### src/design/spectrum_band_meter_peak_hold_macros.svh
// assertion macros shared by the spectrum band meter rtl
// expects clk and rst_n in the scope of every use
`ifndef SPECTRUM_BAND_METER_PEAK_HOLD_MACROS_SVH
`define SPECTRUM_BAND_METER_PEAK_HOLD_MACROS_SVH

// same-cycle implication
`define SBM_ASSERT_NOW(lbl, ante, cons, msg) \
  lbl: assert property (@(posedge clk) disable iff (!rst_n) (ante) |-> (cons)) \
    else $error(msg);

// next-cycle implication
`define SBM_ASSERT_NEXT(lbl, ante, cons, msg) \
  lbl: assert property (@(posedge clk) disable iff (!rst_n) (ante) |=> (cons)) \
    else $error(msg);

`endif

### src/design/sbm_pkg.sv
// shared types, constants, band map and microcode rom of the band meter
// no dependencies
package sbm_pkg;

  localparam int NUM_BANDS  = 8;
  localparam int NUM_BINS   = 256;
  localparam int BAND_W     = $clog2(NUM_BANDS);
  localparam int BIN_W      = $clog2(NUM_BINS);
  localparam int LEVEL_W    = 8;
  localparam int MAG_W      = 32;
  localparam int TIME_W     = 32;
  localparam int DIV_W      = 16;
  localparam int DIV_CNT_W  = $clog2(MAG_W);
  localparam int CFG_DATA_W = 32;
  localparam int CFG_ADDR_W = BAND_W + 2;
  localparam int STEP_W     = 3;

  localparam logic [MAG_W-1:0]   NOISE_FLOOR  = MAG_W'(1500);
  localparam logic [TIME_W-1:0]  DECAY_AGE_MS = TIME_W'(50);
  localparam logic [LEVEL_W-1:0] LEVEL_MAX    = LEVEL_W'(200);
  localparam logic [LEVEL_W-1:0] LEVEL_DECAY  = LEVEL_W'(4);
  localparam logic [LEVEL_W-1:0] PEAK_FALL    = LEVEL_W'(2);

  // upper bin edges of bands 1 to 6, the single bin of band 0 and the unmapped gap bin
  localparam logic [BIN_W-1:0] EDGE_B1 = BIN_W'(5);
  localparam logic [BIN_W-1:0] EDGE_B2 = BIN_W'(7);
  localparam logic [BIN_W-1:0] EDGE_B3 = BIN_W'(15);
  localparam logic [BIN_W-1:0] EDGE_B4 = BIN_W'(30);
  localparam logic [BIN_W-1:0] EDGE_B5 = BIN_W'(53);
  localparam logic [BIN_W-1:0] EDGE_B6 = BIN_W'(200);
  localparam logic [BIN_W-1:0] BIN_B0  = BIN_W'(2);
  localparam logic [BIN_W-1:0] BIN_GAP = BIN_W'(3);

  // microcode step addresses
  localparam logic [STEP_W-1:0] ST_ACCEPT    = STEP_W'(0);
  localparam logic [STEP_W-1:0] ST_KIND      = STEP_W'(1);
  localparam logic [STEP_W-1:0] ST_DIV_GO    = STEP_W'(2);
  localparam logic [STEP_W-1:0] ST_DIV_WAIT  = STEP_W'(3);
  localparam logic [STEP_W-1:0] ST_BAND_SET  = STEP_W'(4);
  localparam logic [STEP_W-1:0] ST_DECAY     = STEP_W'(5);
  localparam logic [STEP_W-1:0] ST_EMIT      = STEP_W'(6);
  localparam logic [STEP_W-1:0] ST_NEXT_BAND = STEP_W'(7);

  typedef enum logic [2:0] {
    JC_NEVER,
    JC_ALWAYS,
    JC_NO_INPUT,
    JC_FRAME,
    JC_IGNORE,
    JC_DIV_BUSY,
    JC_OUT_STALL,
    JC_MORE_BANDS
  } jc_t;

  typedef struct packed {
    logic in_ready;
    logic div_start;
    logic band_set;
    logic decay;
    logic out_valid;
  } ctrl_t;

  typedef struct packed {
    ctrl_t                ctrl;
    jc_t                  jc;
    logic [STEP_W-1:0]    target;
  } ucode_t;

  typedef struct packed {
    logic in_valid;
    logic out_ready;
    logic div_busy;
    logic frame;
    logic ignore;
    logic more_bands;
  } status_t;

  typedef struct packed {
    logic              hit;
    logic [BAND_W-1:0] band;
  } band_sel_t;

  typedef logic [NUM_BANDS-1:0][DIV_W-1:0] div_bank_t;

  function automatic logic [DIV_W-1:0] div_reset(input logic [BAND_W-1:0] b);
    logic [DIV_W-1:0] v;
    case (b)
      BAND_W'(0): v = DIV_W'(500);
      BAND_W'(5): v = DIV_W'(100);
      BAND_W'(6): v = DIV_W'(100);
      BAND_W'(7): v = DIV_W'(50);
      default:    v = DIV_W'(200);
    endcase
    return v;
  endfunction

  function automatic band_sel_t band_of_bin(input logic [BIN_W-1:0] bin);
    band_sel_t s;
    s.hit  = 1'b1;
    s.band = BAND_W'(7);
    if (bin < BIN_B0 || bin == BIN_GAP) begin
      s.hit  = 1'b0;
      s.band = '0;
    end else if (bin == BIN_B0) begin
      s.band = BAND_W'(0);
    end else if (bin <= EDGE_B1) begin
      s.band = BAND_W'(1);
    end else if (bin <= EDGE_B2) begin
      s.band = BAND_W'(2);
    end else if (bin <= EDGE_B3) begin
      s.band = BAND_W'(3);
    end else if (bin <= EDGE_B4) begin
      s.band = BAND_W'(4);
    end else if (bin <= EDGE_B5) begin
      s.band = BAND_W'(5);
    end else if (bin <= EDGE_B6) begin
      s.band = BAND_W'(6);
    end
    return s;
  endfunction

  // control program; the last step falls through to step zero by wrap
  function automatic ucode_t ucode_rom(input logic [STEP_W-1:0] step);
    ucode_t u;
    u = '{ctrl: '0, jc: JC_NEVER, target: ST_ACCEPT};
    case (step)
      ST_ACCEPT: begin
        u.ctrl.in_ready = 1'b1;
        u.jc            = JC_NO_INPUT;
        u.target        = ST_ACCEPT;
      end
      ST_KIND: begin
        u.jc     = JC_FRAME;
        u.target = ST_DECAY;
      end
      ST_DIV_GO: begin
        u.ctrl.div_start = 1'b1;
        u.jc             = JC_IGNORE;
        u.target         = ST_ACCEPT;
      end
      ST_DIV_WAIT: begin
        u.jc     = JC_DIV_BUSY;
        u.target = ST_DIV_WAIT;
      end
      ST_BAND_SET: begin
        u.ctrl.band_set = 1'b1;
        u.jc            = JC_ALWAYS;
        u.target        = ST_ACCEPT;
      end
      ST_DECAY: begin
        u.ctrl.decay = 1'b1;
      end
      ST_EMIT: begin
        u.ctrl.out_valid = 1'b1;
        u.jc             = JC_OUT_STALL;
        u.target         = ST_EMIT;
      end
      ST_NEXT_BAND: begin
        u.jc     = JC_MORE_BANDS;
        u.target = ST_DECAY;
      end
      default: begin
        u.jc     = JC_ALWAYS;
        u.target = ST_ACCEPT;
      end
    endcase
    return u;
  endfunction

endpackage

### src/design/sbm_in_if.sv
// input channel of the band meter: bin or frame-end words
// depends on sbm_pkg
interface sbm_in_if import sbm_pkg::*; ();
  logic               valid;
  logic               ready;
  logic               req_type;
  logic [BIN_W-1:0]   bin_index;
  logic [MAG_W-1:0]   magnitude;
  logic [TIME_W-1:0]  now_ms;

  modport source (output valid, req_type, bin_index, magnitude, now_ms, input ready);
  modport sink (input valid, req_type, bin_index, magnitude, now_ms, output ready);
endinterface

### src/design/sbm_out_if.sv
// result channel of the band meter: one word per band report
// depends on sbm_pkg
interface sbm_out_if import sbm_pkg::*; ();
  logic               valid;
  logic               ready;
  logic [BAND_W-1:0]  band_index;
  logic [LEVEL_W-1:0] band_level;
  logic [LEVEL_W-1:0] band_peak;
  logic               last_band;

  modport source (output valid, band_index, band_level, band_peak, last_band, input ready);
  modport sink (input valid, band_index, band_level, band_peak, last_band, output ready);
endinterface

### src/design/spectrum_band_meter_peak_hold.sv
// spectrum band meter with peak hold: top level, divisor registers and apb port
// depends on sbm_pkg, sbm_in_if, sbm_out_if, sbm_div, sbm_seq, sbm_dp and the macros
//
// usage
//   in_if  : valid/ready words, req_type 0 = spectrum bin, 1 = frame end
//   out_if : valid/ready words, eight band reports per frame end, band 0 first,
//            last_band marks band 7; a bin word never gives a report
//   apb    : eight 16-bit divisors at byte addresses 0, 4 .. 28, readable
// timing
//   one word at a time; in_if.ready is high only while the sequencer waits
//   a loud binned word waits on the divider, which runs 32 single-bit steps
//   a quiet or unmapped bin is dropped without a divide or a band update
//   a frame end runs the decay, report and next-band steps once for each band
// reset
//   synchronous rst_n clears levels, peaks and stamps and loads default divisors
// stalls
//   each report holds on out_if until taken; the sequencer waits in place and
//   no new word is taken until the last report has gone
`include "spectrum_band_meter_peak_hold_macros.svh"
module spectrum_band_meter_peak_hold import sbm_pkg::*; (
  input  logic                  clk,
  input  logic                  rst_n,
  sbm_in_if.sink                in_if,
  sbm_out_if.source             out_if,
  input  logic                  psel,
  input  logic                  penable,
  input  logic                  pwrite,
  input  logic [CFG_ADDR_W-1:0] paddr,
  input  logic [CFG_DATA_W-1:0] pwdata,
  output logic [CFG_DATA_W-1:0] prdata,
  output logic                  pready
);

  // divisor register bank
  div_bank_t         div_r, div_nxt;
  logic [BAND_W-1:0] cfg_idx;
  logic              cfg_wr;

  assign cfg_idx = paddr[CFG_ADDR_W-1:2];
  assign cfg_wr  = psel && penable && pwrite;
  assign pready  = 1'b1;
  assign prdata  = {{(CFG_DATA_W - DIV_W){1'b0}}, div_r[cfg_idx]};

  always_comb begin
    div_nxt = div_r;
    if (cfg_wr) begin
      div_nxt[cfg_idx] = pwdata[DIV_W-1:0];
    end
  end

  always_ff @(posedge clk) begin
    if (!rst_n) begin
      for (int b = 0; b < NUM_BANDS; b++) begin
        div_r[b] <= div_reset(BAND_W'(b));
      end
    end else begin
      div_r <= div_nxt;
    end
  end

  // sequencer and its status inputs
  ctrl_t   ctrl;
  status_t st;
  logic    in_fire, out_fire;
  logic    div_busy, div_start;
  logic    frame, ignore, more_bands;
  logic [MAG_W-1:0] dividend, quotient;
  logic [DIV_W-1:0] divisor;

  assign in_if.ready  = ctrl.in_ready;
  assign out_if.valid = ctrl.out_valid;
  assign in_fire      = in_if.valid && ctrl.in_ready;
  assign out_fire     = out_if.ready && ctrl.out_valid;
  // no divide for a word that is going to be dropped
  assign div_start    = ctrl.div_start && !ignore;

  always_comb begin
    st.in_valid   = in_if.valid;
    st.out_ready  = out_if.ready;
    st.div_busy   = div_busy;
    st.frame      = frame;
    st.ignore     = ignore;
    st.more_bands = more_bands;
  end

  sbm_seq u_seq (
    .clk  (clk),
    .rst_n(rst_n),
    .st   (st),
    .ctrl (ctrl)
  );

  sbm_div u_div (
    .clk     (clk),
    .rst_n   (rst_n),
    .start   (div_start),
    .dividend(dividend),
    .divisor (divisor),
    .busy    (div_busy),
    .quotient(quotient)
  );

  sbm_dp u_dp (
    .clk       (clk),
    .rst_n     (rst_n),
    .ctrl      (ctrl),
    .in_fire   (in_fire),
    .out_fire  (out_fire),
    .req_type  (in_if.req_type),
    .bin_index (in_if.bin_index),
    .magnitude (in_if.magnitude),
    .now_ms    (in_if.now_ms),
    .divisors  (div_r),
    .quotient  (quotient),
    .dividend  (dividend),
    .divisor   (divisor),
    .frame     (frame),
    .ignore    (ignore),
    .more_bands(more_bands),
    .band_index(out_if.band_index),
    .band_level(out_if.band_level),
    .band_peak (out_if.band_peak),
    .last_band (out_if.last_band)
  );

  // both reported values within full scale
  logic rpt_in_range;
  assign rpt_in_range = out_if.band_level <= LEVEL_MAX && out_if.band_peak <= LEVEL_MAX;

  `SBM_ASSERT_NOW(a_one_side, out_if.valid, !in_if.ready, "input open while reporting")
  `SBM_ASSERT_NOW(a_level_range, out_if.valid, rpt_in_range, "band value above full scale")
  `SBM_ASSERT_NEXT(a_frame_end, out_fire && out_if.last_band, !out_if.valid, "report after last band")

endmodule

### src/design/sbm_div.sv
// radix-2 restoring divider, one quotient bit per cycle
// depends on sbm_pkg and the assertion macros
`include "spectrum_band_meter_peak_hold_macros.svh"
module sbm_div import sbm_pkg::*; (
  input  logic             clk,
  input  logic             rst_n,
  input  logic             start,
  input  logic [MAG_W-1:0] dividend,
  input  logic [DIV_W-1:0] divisor,
  output logic             busy,
  output logic [MAG_W-1:0] quotient
);

  logic                 busy_r, busy_nxt;
  logic [DIV_CNT_W-1:0] cnt_r, cnt_nxt;
  logic [MAG_W-1:0]     quo_r, quo_nxt;
  logic [DIV_W-1:0]     rem_r, rem_nxt;
  logic [DIV_W-1:0]     dvs_r, dvs_nxt;
  logic [DIV_W:0]       trial, diff;
  logic                 ge;
  logic                 last_bit;

  assign last_bit = cnt_r == DIV_CNT_W'(MAG_W - 1);

  always_comb begin
    trial = {rem_r, quo_r[MAG_W-1]};
    diff  = trial - {1'b0, dvs_r};
    ge    = trial >= {1'b0, dvs_r};

    busy_nxt = busy_r;
    cnt_nxt  = cnt_r;
    quo_nxt  = quo_r;
    rem_nxt  = rem_r;
    dvs_nxt  = dvs_r;
    if (start) begin
      busy_nxt = 1'b1;
      cnt_nxt  = '0;
      quo_nxt  = dividend;
      rem_nxt  = '0;
      dvs_nxt  = divisor;
    end else if (busy_r) begin
      rem_nxt = ge ? diff[DIV_W-1:0] : trial[DIV_W-1:0];
      quo_nxt = {quo_r[MAG_W-2:0], ge};
      cnt_nxt = cnt_r + 1'b1;
      if (last_bit) begin
        busy_nxt = 1'b0;
      end
    end
  end

  always_ff @(posedge clk) begin
    if (!rst_n) begin
      busy_r <= 1'b0;
      cnt_r  <= '0;
    end else begin
      busy_r <= busy_nxt;
      cnt_r  <= cnt_nxt;
    end
    quo_r <= quo_nxt;
    rem_r <= rem_nxt;
    dvs_r <= dvs_nxt;
  end

  assign busy     = busy_r;
  assign quotient = quo_r;

  `SBM_ASSERT_NEXT(a_div_start, start, busy_r && cnt_r == '0, "divider did not start")
  `SBM_ASSERT_NEXT(a_div_end, busy_r && !start && last_bit, !busy_r, "divider overran")

endmodule

### src/design/sbm_seq.sv
// microcode sequencer: step counter, control rom and conditional jumps
// depends on sbm_pkg
module sbm_seq import sbm_pkg::*; (
  input  logic    clk,
  input  logic    rst_n,
  input  status_t st,
  output ctrl_t   ctrl
);

  logic [STEP_W-1:0] step_r, step_nxt;
  ucode_t            uc;
  logic              take;

  always_comb begin
    uc = ucode_rom(step_r);
    case (uc.jc)
      JC_NEVER:      take = 1'b0;
      JC_ALWAYS:     take = 1'b1;
      JC_NO_INPUT:   take = !st.in_valid;
      JC_FRAME:      take = st.frame;
      JC_IGNORE:     take = st.ignore;
      JC_DIV_BUSY:   take = st.div_busy;
      JC_OUT_STALL:  take = !st.out_ready;
      JC_MORE_BANDS: take = st.more_bands;
      default:       take = 1'b1;
    endcase
    // fall-through from the last step wraps to the accept step
    step_nxt = take ? uc.target : step_r + 1'b1;
    ctrl     = uc.ctrl;
  end

  always_ff @(posedge clk) begin
    if (!rst_n) begin
      step_r <= ST_ACCEPT;
    end else begin
      step_r <= step_nxt;
    end
  end

endmodule

### src/design/sbm_dp.sv
// band datapath: captured word, level/peak/stamp stores, decay and report
// depends on sbm_pkg
module sbm_dp import sbm_pkg::*; (
  input  logic               clk,
  input  logic               rst_n,
  input  ctrl_t              ctrl,
  input  logic               in_fire,
  input  logic               out_fire,
  input  logic               req_type,
  input  logic [BIN_W-1:0]   bin_index,
  input  logic [MAG_W-1:0]   magnitude,
  input  logic [TIME_W-1:0]  now_ms,
  input  div_bank_t          divisors,
  input  logic [MAG_W-1:0]   quotient,
  output logic [MAG_W-1:0]   dividend,
  output logic [DIV_W-1:0]   divisor,
  output logic               frame,
  output logic               ignore,
  output logic               more_bands,
  output logic [BAND_W-1:0]  band_index,
  output logic [LEVEL_W-1:0] band_level,
  output logic [LEVEL_W-1:0] band_peak,
  output logic               last_band
);

  logic                                frame_r, frame_nxt;
  logic                                ignore_r, ignore_nxt;
  logic [BAND_W-1:0]                   band_r, band_nxt;
  logic [BAND_W-1:0]                   ptr_r, ptr_nxt;
  logic [MAG_W-1:0]                    mag_r, mag_nxt;
  logic [TIME_W-1:0]                   now_r, now_nxt;
  logic [NUM_BANDS-1:0][LEVEL_W-1:0]   level_r, level_nxt;
  logic [NUM_BANDS-1:0][LEVEL_W-1:0]   peak_r, peak_nxt;
  logic [NUM_BANDS-1:0][TIME_W-1:0]    stamp_r, stamp_nxt;

  band_sel_t          sel;
  logic [BAND_W-1:0]  idx;
  logic [LEVEL_W-1:0] cur_level, cur_peak, q_clamp, lv_dec, pk_dec;
  logic [TIME_W-1:0]  age;
  logic               stale;

  always_comb begin
    sel = band_of_bin(bin_index);
    // bins use the band chosen at capture, frames walk the report pointer
    idx       = frame_r ? ptr_r : band_r;
    cur_level = level_r[idx];
    cur_peak  = peak_r[idx];

    q_clamp = (quotient > MAG_W'(LEVEL_MAX)) ? LEVEL_MAX : quotient[LEVEL_W-1:0];
    age     = now_r - stamp_r[idx];
    stale   = age > DECAY_AGE_MS;
    lv_dec  = (cur_level > LEVEL_DECAY) ? cur_level - LEVEL_DECAY : '0;

    frame_nxt  = frame_r;
    ignore_nxt = ignore_r;
    band_nxt   = band_r;
    ptr_nxt    = ptr_r;
    mag_nxt    = mag_r;
    now_nxt    = now_r;
    level_nxt  = level_r;
    peak_nxt   = peak_r;
    stamp_nxt  = stamp_r;
    pk_dec     = cur_peak;

    if (in_fire) begin
      frame_nxt  = req_type;
      ignore_nxt = (magnitude <= NOISE_FLOOR) || !sel.hit;
      band_nxt   = sel.band;
      ptr_nxt    = '0;
      mag_nxt    = magnitude;
      now_nxt    = now_ms;
    end

    if (ctrl.band_set) begin
      level_nxt[idx] = q_clamp;
      if (q_clamp > cur_peak) begin
        peak_nxt[idx] = q_clamp;
      end
      stamp_nxt[idx] = now_r;
    end

    if (ctrl.decay) begin
      if (stale) begin
        level_nxt[idx] = lv_dec;
        stamp_nxt[idx] = now_r;
        if (lv_dec > cur_peak) begin
          pk_dec = lv_dec;
        end
      end
      peak_nxt[idx] = (pk_dec > PEAK_FALL) ? pk_dec - PEAK_FALL : '0;
    end

    if (out_fire) begin
      ptr_nxt = ptr_r + 1'b1;
    end
  end

  always_ff @(posedge clk) begin
    if (!rst_n) begin
      frame_r  <= 1'b0;
      ignore_r <= 1'b0;
      ptr_r    <= '0;
      level_r  <= '0;
      peak_r   <= '0;
      stamp_r  <= '0;
    end else begin
      frame_r  <= frame_nxt;
      ignore_r <= ignore_nxt;
      ptr_r    <= ptr_nxt;
      level_r  <= level_nxt;
      peak_r   <= peak_nxt;
      stamp_r  <= stamp_nxt;
    end
    band_r <= band_nxt;
    mag_r  <= mag_nxt;
    now_r  <= now_nxt;
  end

  assign dividend   = mag_r;
  assign divisor    = divisors[band_r];
  assign frame      = frame_r;
  assign ignore     = ignore_r;
  // pointer wraps back to zero after the last band is taken
  assign more_bands = ptr_r != '0;
  assign band_index = ptr_r;
  assign band_level = cur_level;
  assign band_peak  = cur_peak;
  assign last_band  = ptr_r == BAND_W'(NUM_BANDS - 1);

endmodule
### src/flat_wrapper.sv
// flat-port wrapper written by rule: the top's interface ports become plain ports
module spectrum_band_meter_peak_hold_flat import sbm_pkg::*;
  (clk, rst_n, psel, penable, pwrite, paddr, pwdata, prdata, pready, in_if_valid, in_if_req_type, in_if_bin_index, in_if_magnitude, in_if_now_ms, in_if_ready, out_if_valid, out_if_band_index, out_if_band_level, out_if_band_peak, out_if_last_band, out_if_ready);
  sbm_in_if in_if_i ();
  sbm_out_if out_if_i ();
  input  logic clk;
  input  logic rst_n;
  input  logic psel;
  input  logic penable;
  input  logic pwrite;
  input  logic [CFG_ADDR_W-1:0] paddr;
  input  logic [CFG_DATA_W-1:0] pwdata;
  output logic [CFG_DATA_W-1:0] prdata;
  output logic pready;
  input wire logic [$bits(in_if_i.valid)-1:0] in_if_valid;
  input wire logic [$bits(in_if_i.req_type)-1:0] in_if_req_type;
  input wire logic [$bits(in_if_i.bin_index)-1:0] in_if_bin_index;
  input wire logic [$bits(in_if_i.magnitude)-1:0] in_if_magnitude;
  input wire logic [$bits(in_if_i.now_ms)-1:0] in_if_now_ms;
  output wire logic [$bits(in_if_i.ready)-1:0] in_if_ready;
  output wire logic [$bits(out_if_i.valid)-1:0] out_if_valid;
  output wire logic [$bits(out_if_i.band_index)-1:0] out_if_band_index;
  output wire logic [$bits(out_if_i.band_level)-1:0] out_if_band_level;
  output wire logic [$bits(out_if_i.band_peak)-1:0] out_if_band_peak;
  output wire logic [$bits(out_if_i.last_band)-1:0] out_if_last_band;
  input wire logic [$bits(out_if_i.ready)-1:0] out_if_ready;
  assign in_if_i.valid = in_if_valid;
  assign in_if_i.req_type = in_if_req_type;
  assign in_if_i.bin_index = in_if_bin_index;
  assign in_if_i.magnitude = in_if_magnitude;
  assign in_if_i.now_ms = in_if_now_ms;
  assign in_if_ready = in_if_i.ready;
  assign out_if_valid = out_if_i.valid;
  assign out_if_band_index = out_if_i.band_index;
  assign out_if_band_level = out_if_i.band_level;
  assign out_if_band_peak = out_if_i.band_peak;
  assign out_if_last_band = out_if_i.last_band;
  assign out_if_i.ready = out_if_ready;
  spectrum_band_meter_peak_hold u_core (.clk(clk), .rst_n(rst_n), .in_if(in_if_i), .out_if(out_if_i), .psel(psel), .penable(penable), .pwrite(pwrite), .paddr(paddr), .pwdata(pwdata), .prdata(prdata), .pready(pready));
endmodule
### config.mk
export PLATFORM = sky130hd
export DESIGN_NAME = spectrum_band_meter_peak_hold_flat
export DESIGN_NICKNAME = d
export VERILOG_FILES = /design/src/design/sbm_pkg.sv /design/src/design/sbm_in_if.sv /design/src/design/sbm_out_if.sv /design/src/design/spectrum_band_meter_peak_hold.sv /design/src/design/sbm_div.sv /design/src/design/sbm_seq.sv /design/src/design/sbm_dp.sv /design/src/flat_wrapper.sv
export VERILOG_INCLUDE_DIRS = /design/src /design/src/design
export SDC_FILE = /design/constraint.sdc
export NUM_CORES = 2
export LEC_CHECK = 0
export BUFFER_PORTS_ARGS = -buffer_cell sky130_fd_sc_hd__buf_4
export CORE_MARGIN = 10
export CORE_UTILIZATION = 35
export DETAILED_ROUTE_END_ITERATION = 10
export PLACE_DENSITY = 0.5
export SLEW_MARGIN = 15
export SYNTH_ARGS = -nofsm -noshare
export SYNTH_HDL_FRONTEND = slang
export SYNTH_SLANG_ARGS = --single-unit
### constraint.sdc
create_clock -name clk -period 20 [get_ports clk]
set_input_delay 2 -clock clk [delete_from_list [all_inputs] [get_ports clk]]
set_output_delay 2 -clock clk [all_outputs]
set_load 0.05 [all_outputs]
# After elaboration in Yosys (flattened, before gate mapping)
# Index checks and enable logic that the tools add are counted.
[word_totals]
wordCells = 174
register_bits = 657
[op_classes]
n_reduce_logical = 21
bitwise_logic = 1
add_sub_neg = 7
muxes = 61
magnitude_cmp = 20
n_eq_ne = 18
[op_table]
columns = ["op", "n"]
rows = [
  ["2-to-1 mux 256 bit", 3],
  ["bitwise mux 256 bit", 2],
  ["2-to-1 mux 64 bit", 6],
  ["bitwise mux 64 bit", 4],
  ["bitwise mux 128 bit", 1],
  ["2-to-1 mux 32 bit", 4],
  ["binary-select mux 16 bit (select 3 bit)", 2],
  ["binary-select mux 32 bit (select 3 bit)", 1],
  ["demux 32 bit (select 3 bit)", 1],
  ["2-to-1 mux 8 bit", 9],
  ["2-to-1 mux 16 bit", 4],
  ["binary-select mux 8 bit (select 3 bit)", 2],
  ["demux 16 bit (select 3 bit)", 1],
  ["one-hot mux 6 bit (7 select lines)", 1],
  ["greater-than comparator 32 x 6 -> 1 bit, second input constant", 1],
  ["greater-than comparator 32 x 8 -> 1 bit, second input constant", 1],
  ["<= comparator 32 x 11 -> 1 bit, second input constant", 1],
  ["subtractor 32 bit", 1],
  ["== test 3 bit, second input constant", 9],
  ["demux 8 bit (select 3 bit)", 1],
  ["greater-or-equal comparator 17 x 16 -> 1 bit", 1],
  ["== test 8 x 2 -> 1 bit, second input constant", 2],
  ["greater-than comparator 8 bit", 2],
  ["<= comparator 8 x 3 -> 1 bit, second input constant", 2],
  ["other kinds (31)", 66],
]

# Depth between registers and ports, before layout
[depth]
depth_word = 13
depth_mapped = 31
ltp_nobuf = 26

# Hierarchy
# From an unflattened synthesis, not the netlist that was laid out.
[unflattened]
hier_cells = 3656
area_unflattened_um2 = 35486.5
[modules_own_cells]
columns = ["module", "n_inst", "cells_per_inst", "seq_area_each_um2", "area_per_inst_um2"]
rows = [
  ["sbm_dp", 1, 2701, 9799.4, 25280.5],
  ["spectrum_band_meter_peak_hold", 1, 552, 2562.5, 5903.2],
  ["sbm_div", 1, 354, 1881.8, 3882.5],
  ["sbm_seq", 1, 49, 60.1, 420.4],
]

# Worst setup path before layout
# OpenSTA, ideal clock, no wires.
[synth_path]
kind = "register to register"
from = "register u_core.u_dp.ptr_r[2] (netlist: u_core.u_dp.band_index[2])"
to = "register u_core.u_dp.peak_r[15] in the netlist's numbering"
setup_slack_ns = 13.211
stages_incl_launch_ff = 30
period_less_slack_ns = 6.789
setup_ns = 0.135
arrival_ns = 6.655
required_ns = 19.865
n_path_buf = 5
path_cell_list = "dfxtp_1 > mux2_2 > buf_1 > clkbuf_1 > nand2_1 > nor2_1 > clkbuf_1 > a221oi_1 > and3_1 > ha_1 > buf_2 > a21o_1 > o21ba_2 > a21oi_1 > or4_1 > or3_1 > nor4_1 > nand4_1 > nor4_4 > a31oi_2 > buf_2 > nand2_1 > o21ai_0 > ha_1 > inv_1 > nor2_1 > nand3_1 > mux2i_2 > o31ai_4 > o22ai_2"
[synth_between]
elab_chain_cells = 13
elab_cells_between_ends = 30
[synth_rtl]
columns = ["item", "line_no", "rtl"]
rows = [
  ["start, declared", "sbm_dp.sv:29", "logic [BAND_W-1:0] ptr_r, ptr_nxt;"],
  ["start signal, assigned", "sbm_dp.sv:109", "ptr_r <= ptr_nxt;"],
  ["2-to-1 mux 3 bit *", "sbm_dp.sv:45", "idx = frame_r ? ptr_r : band_r;"],
  ["parallel branches: the longest is 11 deep, another holds subtractor 32 bit", "-", ""],
  ["2-to-1 mux 64 bit *", "sbm_dp.sv:82", "if (ctrl.decay) begin"],
  ["end signal, assigned", "sbm_dp.sv:111", "peak_r <= peak_nxt;"],
  ["end, declared", "sbm_dp.sv:33", "logic [NUM_BANDS-1:0][LEVEL_W-1:0] peak_r, peak_nxt;"],
]
# Mark *: on every way between the ends. The select of a mux whose other input is x is not followed.
# A chain may end at the register's enable or synchronous reset.

# Worst setup path after layout
[layout_path]
from = "register u_core.u_dp.band_r[0]"
to = "register u_core.u_dp.stamp_r[45] in the netlist's numbering"
[layout_between]
elab_chain_cells = 10
elab_cells_between_ends = 15
[layout_rtl]
columns = ["item", "line_no", "rtl"]
rows = [
  ["start, declared", "sbm_dp.sv:28", "logic [BAND_W-1:0] band_r, band_nxt;"],
  ["start signal, assigned", "sbm_dp.sv:114", "band_r <= band_nxt;"],
  ["2-to-1 mux 3 bit *", "sbm_dp.sv:45", ""],
  ["parallel branches: the longest is 8 deep, another holds subtractor 32 bit", "-", ""],
  ["2-to-1 mux 256 bit *", "sbm_dp.sv:82", ""],
  ["end signal, assigned", "sbm_dp.sv:112", "stamp_r <= stamp_nxt;"],
  ["end, declared", "sbm_dp.sv:34", "logic [NUM_BANDS-1:0][TIME_W-1:0] stamp_r, stamp_nxt;"],
]
# Marks and branches as above.

==> flow_metrics.py <==
metrics = {
    "floorplan": {
        "die_x_um": 333.2,
        "initial_core_util_pct": 35.40,
        "core_mm2": 0.09699,
        "rows": 114,
        "die-area_mm2": 0.1110,
        "die_h_um": 333.2,
        "io_pins": 172,
    },
    "sta": {
        "hold_slack_ns": 0.4790,
        "report.final.slew_viol_count": 0,
        "rsz0062_at_grt": "false",
        "clock.fmax_ghz": 0.1227,
        "period_needed_ns": 8.152,
        "relSlewSlack_pct": 16.94,
        "setup_viol": 0,
        "tightestPinTransition_ns": 1.241,
        "fin_crit_sh_pct": 40.76,
        "setup-tns-final_ns": 0,
        "fin_skew_ns": 0.04059,
        "hold_viol": 0,
    },
    "global_route": {
        "grt_use_total_pct": 19.30,
        "grt_max_degree": 232,
        "grt_pass1_vias": 26770,
        "antenna_found_initial": 4,
        "grt_first_pass_wirelength_mm": 168.8,
        "overflow": 0,
    },
    "clock_tree": {
        "cts_root_buf": "clkbuf_16",
        "clock_path_buffers": 3,
        "htree_levels": 3,
        "cts_sinks": 657,
        "clkLatencyLatePin_ns": 0.66,
        "cts_resized": 0,
        "cts_made_buffers": 79,
        "ctsHoldBuffers": 0,
        "post_cts_buffers": 0,
        "tritoncts": "built",
        "clk_pin_slew_ns": 0.06,
    },
    "routing": {
        "drc": 0,
        "drt_pass1_iterations": 5,
        "wl_per_cell_um": 22.21,
        "vias_per_cell": 5.442,
        "vias": 27230,
        "totalWireLength_mm": 111.2,
        "drt_iter0_markers": 2149,
        "ant_nets": 0,
    },
    "logic_synthesis": {
        "synth_top_family_by_area": "simple AND/OR/NAND/NOR gates",
        "synthFlopType": "dfxtp_1",
        "synthCells": 3702,
        "seq_area_frac_synth_pct": 41.66,
        "synth_area_per_cell_um2": 9.276,
        "synth_top_area_cell": "dfxtp_1",
        "yosys-top-cells-area": "dfxtp_1, edfxtp_1, mux2i_1, nand2_1, nor2b_1",
        "synth_fa_ha_area_share_pct": 3.032,
        "synth_compound_area_share_pct": 16.91,
        "synth_mux_area_share_pct": 14.00,
        "ys_warn_count": 0,
        "synth_most_common_cell": "nand2_1",
        "synth_top_cell_area_share_pct": 31.60,
        "synth_commonest_cells": "nand2_1, dfxtp_1, mux2i_1, nor2b_1, clkbuf_1",
        "synth_edf_count": 115,
        "synthArstFlopShare_pct": 0,
        "synthDistinctLibCells": 95,
        "syn-cell-area_mm2": 0.03434,
        "synthSimpleGateAreaFrac_pct": 18.40,
        "synth-seq-cells": 657,
        "synth_xor_area_share_pct": 0.9182,
    },
    "cells_and_area": {
        "syn2layout_area_growth_pct": 12.99,
        "n_fill_cell": 9708,
        "fin_cells": 5004,
        "layout-drive-gt1-share_pct": 12.50,
        "multiInputGateArea_mm2": 0.01850,
        "register_area_mm2": 0.01430,
        "fin_nets": 3868,
    },
    "power": {
        "switching_share_pct": 36.15,
        "p_seq_share_pct": 35.5,
        "pwr-share-comb_pct": 31.1,
        "cellLeakagePower_uw": 0.01643,
        "power_density_mw_per_mm2": 115.0,
        "p_int_uw": 2849,
        "pwr-share-clk_pct": 33.4,
        "ir_drop_uv": 55.54,
        "switchingPower_uw": 1613,
    },
    "run": {
        "maxCapViolations": 0,
    },
    "critical_path": {
        "crit_required_ns": 20.51,
        "path_max_fanout": 34,
        "cp.arrival_ns": 8.66,
        "end_kind": "register",
        "path_class": "register to register",
        "worstSetupStartpointType": "register",
    },
    "hold_path": {
        "hold_class": "register to register",
    },
    "status": {
        "status": "finished, final reports clean",
    },
    "placement": {
        "post-dp-hpwl_mm": 68.70,
        "numPortBuffers": 136,
        "place_inst": 4864,
        "globalplace.congestion": 0.8372,
    },
}
-- cells in the final DEF, fill, tap and decap left out, types with 12 or more instances in the layout --
cell         n
clkbuf_16   81
o22ai_1     29
a21o_1      18
mux4_2      39
o21a_1      19
nand2_1    564
nand2b_1    14
clkbuf_8    17
conb_1      17
nor4_1      17
a21oi_1    146
nand4_1     39
o211ai_1    66
o21ai_0     91
and3_1      28
o211a_1     49
nor3_1      22
mux2_2      46
xor2_1      15
and4_1      14
ha_1        80
clkbuf_1    13
a22oi_1    157
a31oi_1     12
and2_1      41
nor2_1     138
mux2i_1    332
nand3_1     84
xnor2_1     21
buf_4      188
inv_1       66
nor2b_1    274
a22o_1      17
a21boi_0   104
dfxtp_1    542
edfxtp_1   115
-- power by group through the flow --
stage / Sequential (uW) / Clock, uW / Combinational, uW
global placement: 1610 / 0 / 1380
CTS: 1590 / 1520 / 1390
floorplan: 1550 / 0 / 1010
finish: 1580 / 1490 / 1390
detailed placement: 1610 / 0 / 1390
global route: 1600 / 1570 / 1530
-- final timing paths --
path | depth (start not counted) | to | start | slack [ns]
max reg2reg | 21 | u_core.u_dp.stamp_r[45]$_SDFF_PN0_ | u_core.u_dp.band_r[0]$_SDFFCE_PP0P_ | 11.85
max | 21 | u_core.u_dp.stamp_r[45]$_SDFF_PN0_ | u_core.u_dp.band_r[0]$_SDFFCE_PP0P_ | 11.85
min | 2 | u_core.u_div.rem_r[15]$_SDFFE_PP0P_ | u_core.u_div.rem_r[15]$_SDFFE_PP0P_ | 0.48
min reg2reg | 2 | u_core.u_div.rem_r[15]$_SDFFE_PP0P_ | u_core.u_div.rem_r[15]$_SDFFE_PP0P_ | 0.48
-- critical path: stages, from the launching register on --
cell,delay [ns]
edfxtp_1,0.34
buf_4,0.59
mux2_4,0.73
nand2_1,0.41
nor2_4,0.29
buf_4,0.46
a221oi_1,0.15
and3_1,0.22
ha_1,0.37
a21oi_2,0.35
nand2_1,0.09
a211oi_1,0.36
a211oi_2,0.14
or3_1,0.40
a2111oi_2,0.41
nand4_1,0.19
nor4_4,0.34
nand3_2,0.71
a21boi_4,0.32
buf_4,0.68
mux2i_1,0.27
nor2b_1,0.06
-- kinds of logic after synthesis --
group | count (synthesis)
compound gates | 811
mux | 424
other cells | 2
simple gates | 1295
buf+inv | 395
fa+ha+maj | 82
xor+xnor | 36
flops | 657
-- registers in the layout, summed over array words and instances (netlist names), 5 cells and up --
signal	cells
u_core.div_r	128
u_core.u_div.cnt_r	5
u_core.u_div.dvs_r	16
u_core.u_div.quotient	32
u_core.u_div.rem_r	16
u_core.u_dp.dividend	32
u_core.u_dp.level_r	64
u_core.u_dp.now_r	32
u_core.u_dp.peak_r	64
u_core.u_dp.stamp_r	256
-- through the flow --
stage | area (um^2) | total power, uW | util [%] | setup WS (ns)
2_1_floorplan | 34390 | 2563 | - | 13.21
3_3_place_gp | 36130 | 2994 | 37.25 | 11.96
3_5_place_dp | 36130 | 2997 | 37.25 | 11.96
4_1_cts | 38790 | 4500 | 40.00 | 11.87
5_1_grt | 38790 | 4697 | 40.00 | 11.25
6_report | 38800 | 4463 | 40.00 | 11.85
-- routing by layer --
metal  track usage (%)  share of wire [%]  vias up
met1             26.60                 47    13280
li1                  -                  -    13150
met3             3.027                4.9      143
met5                 0              0.012        -
met2             31.03                 46      663
met4             5.340                2.4        2
-- final cells by class --
type | instances | area share, %
multi-input combinational | 2665 | 47.69
sequential | 657 | 36.87
clock buffer | 113 | 5.992
tap | 1276 | 4.115
timing repair buffer | 190 | 3.728
clock inverter | 26 | 0.8675
inverter | 76 | 0.7353
antenna | 1 | 0.006450
Power figures use the tool's default switching activity.
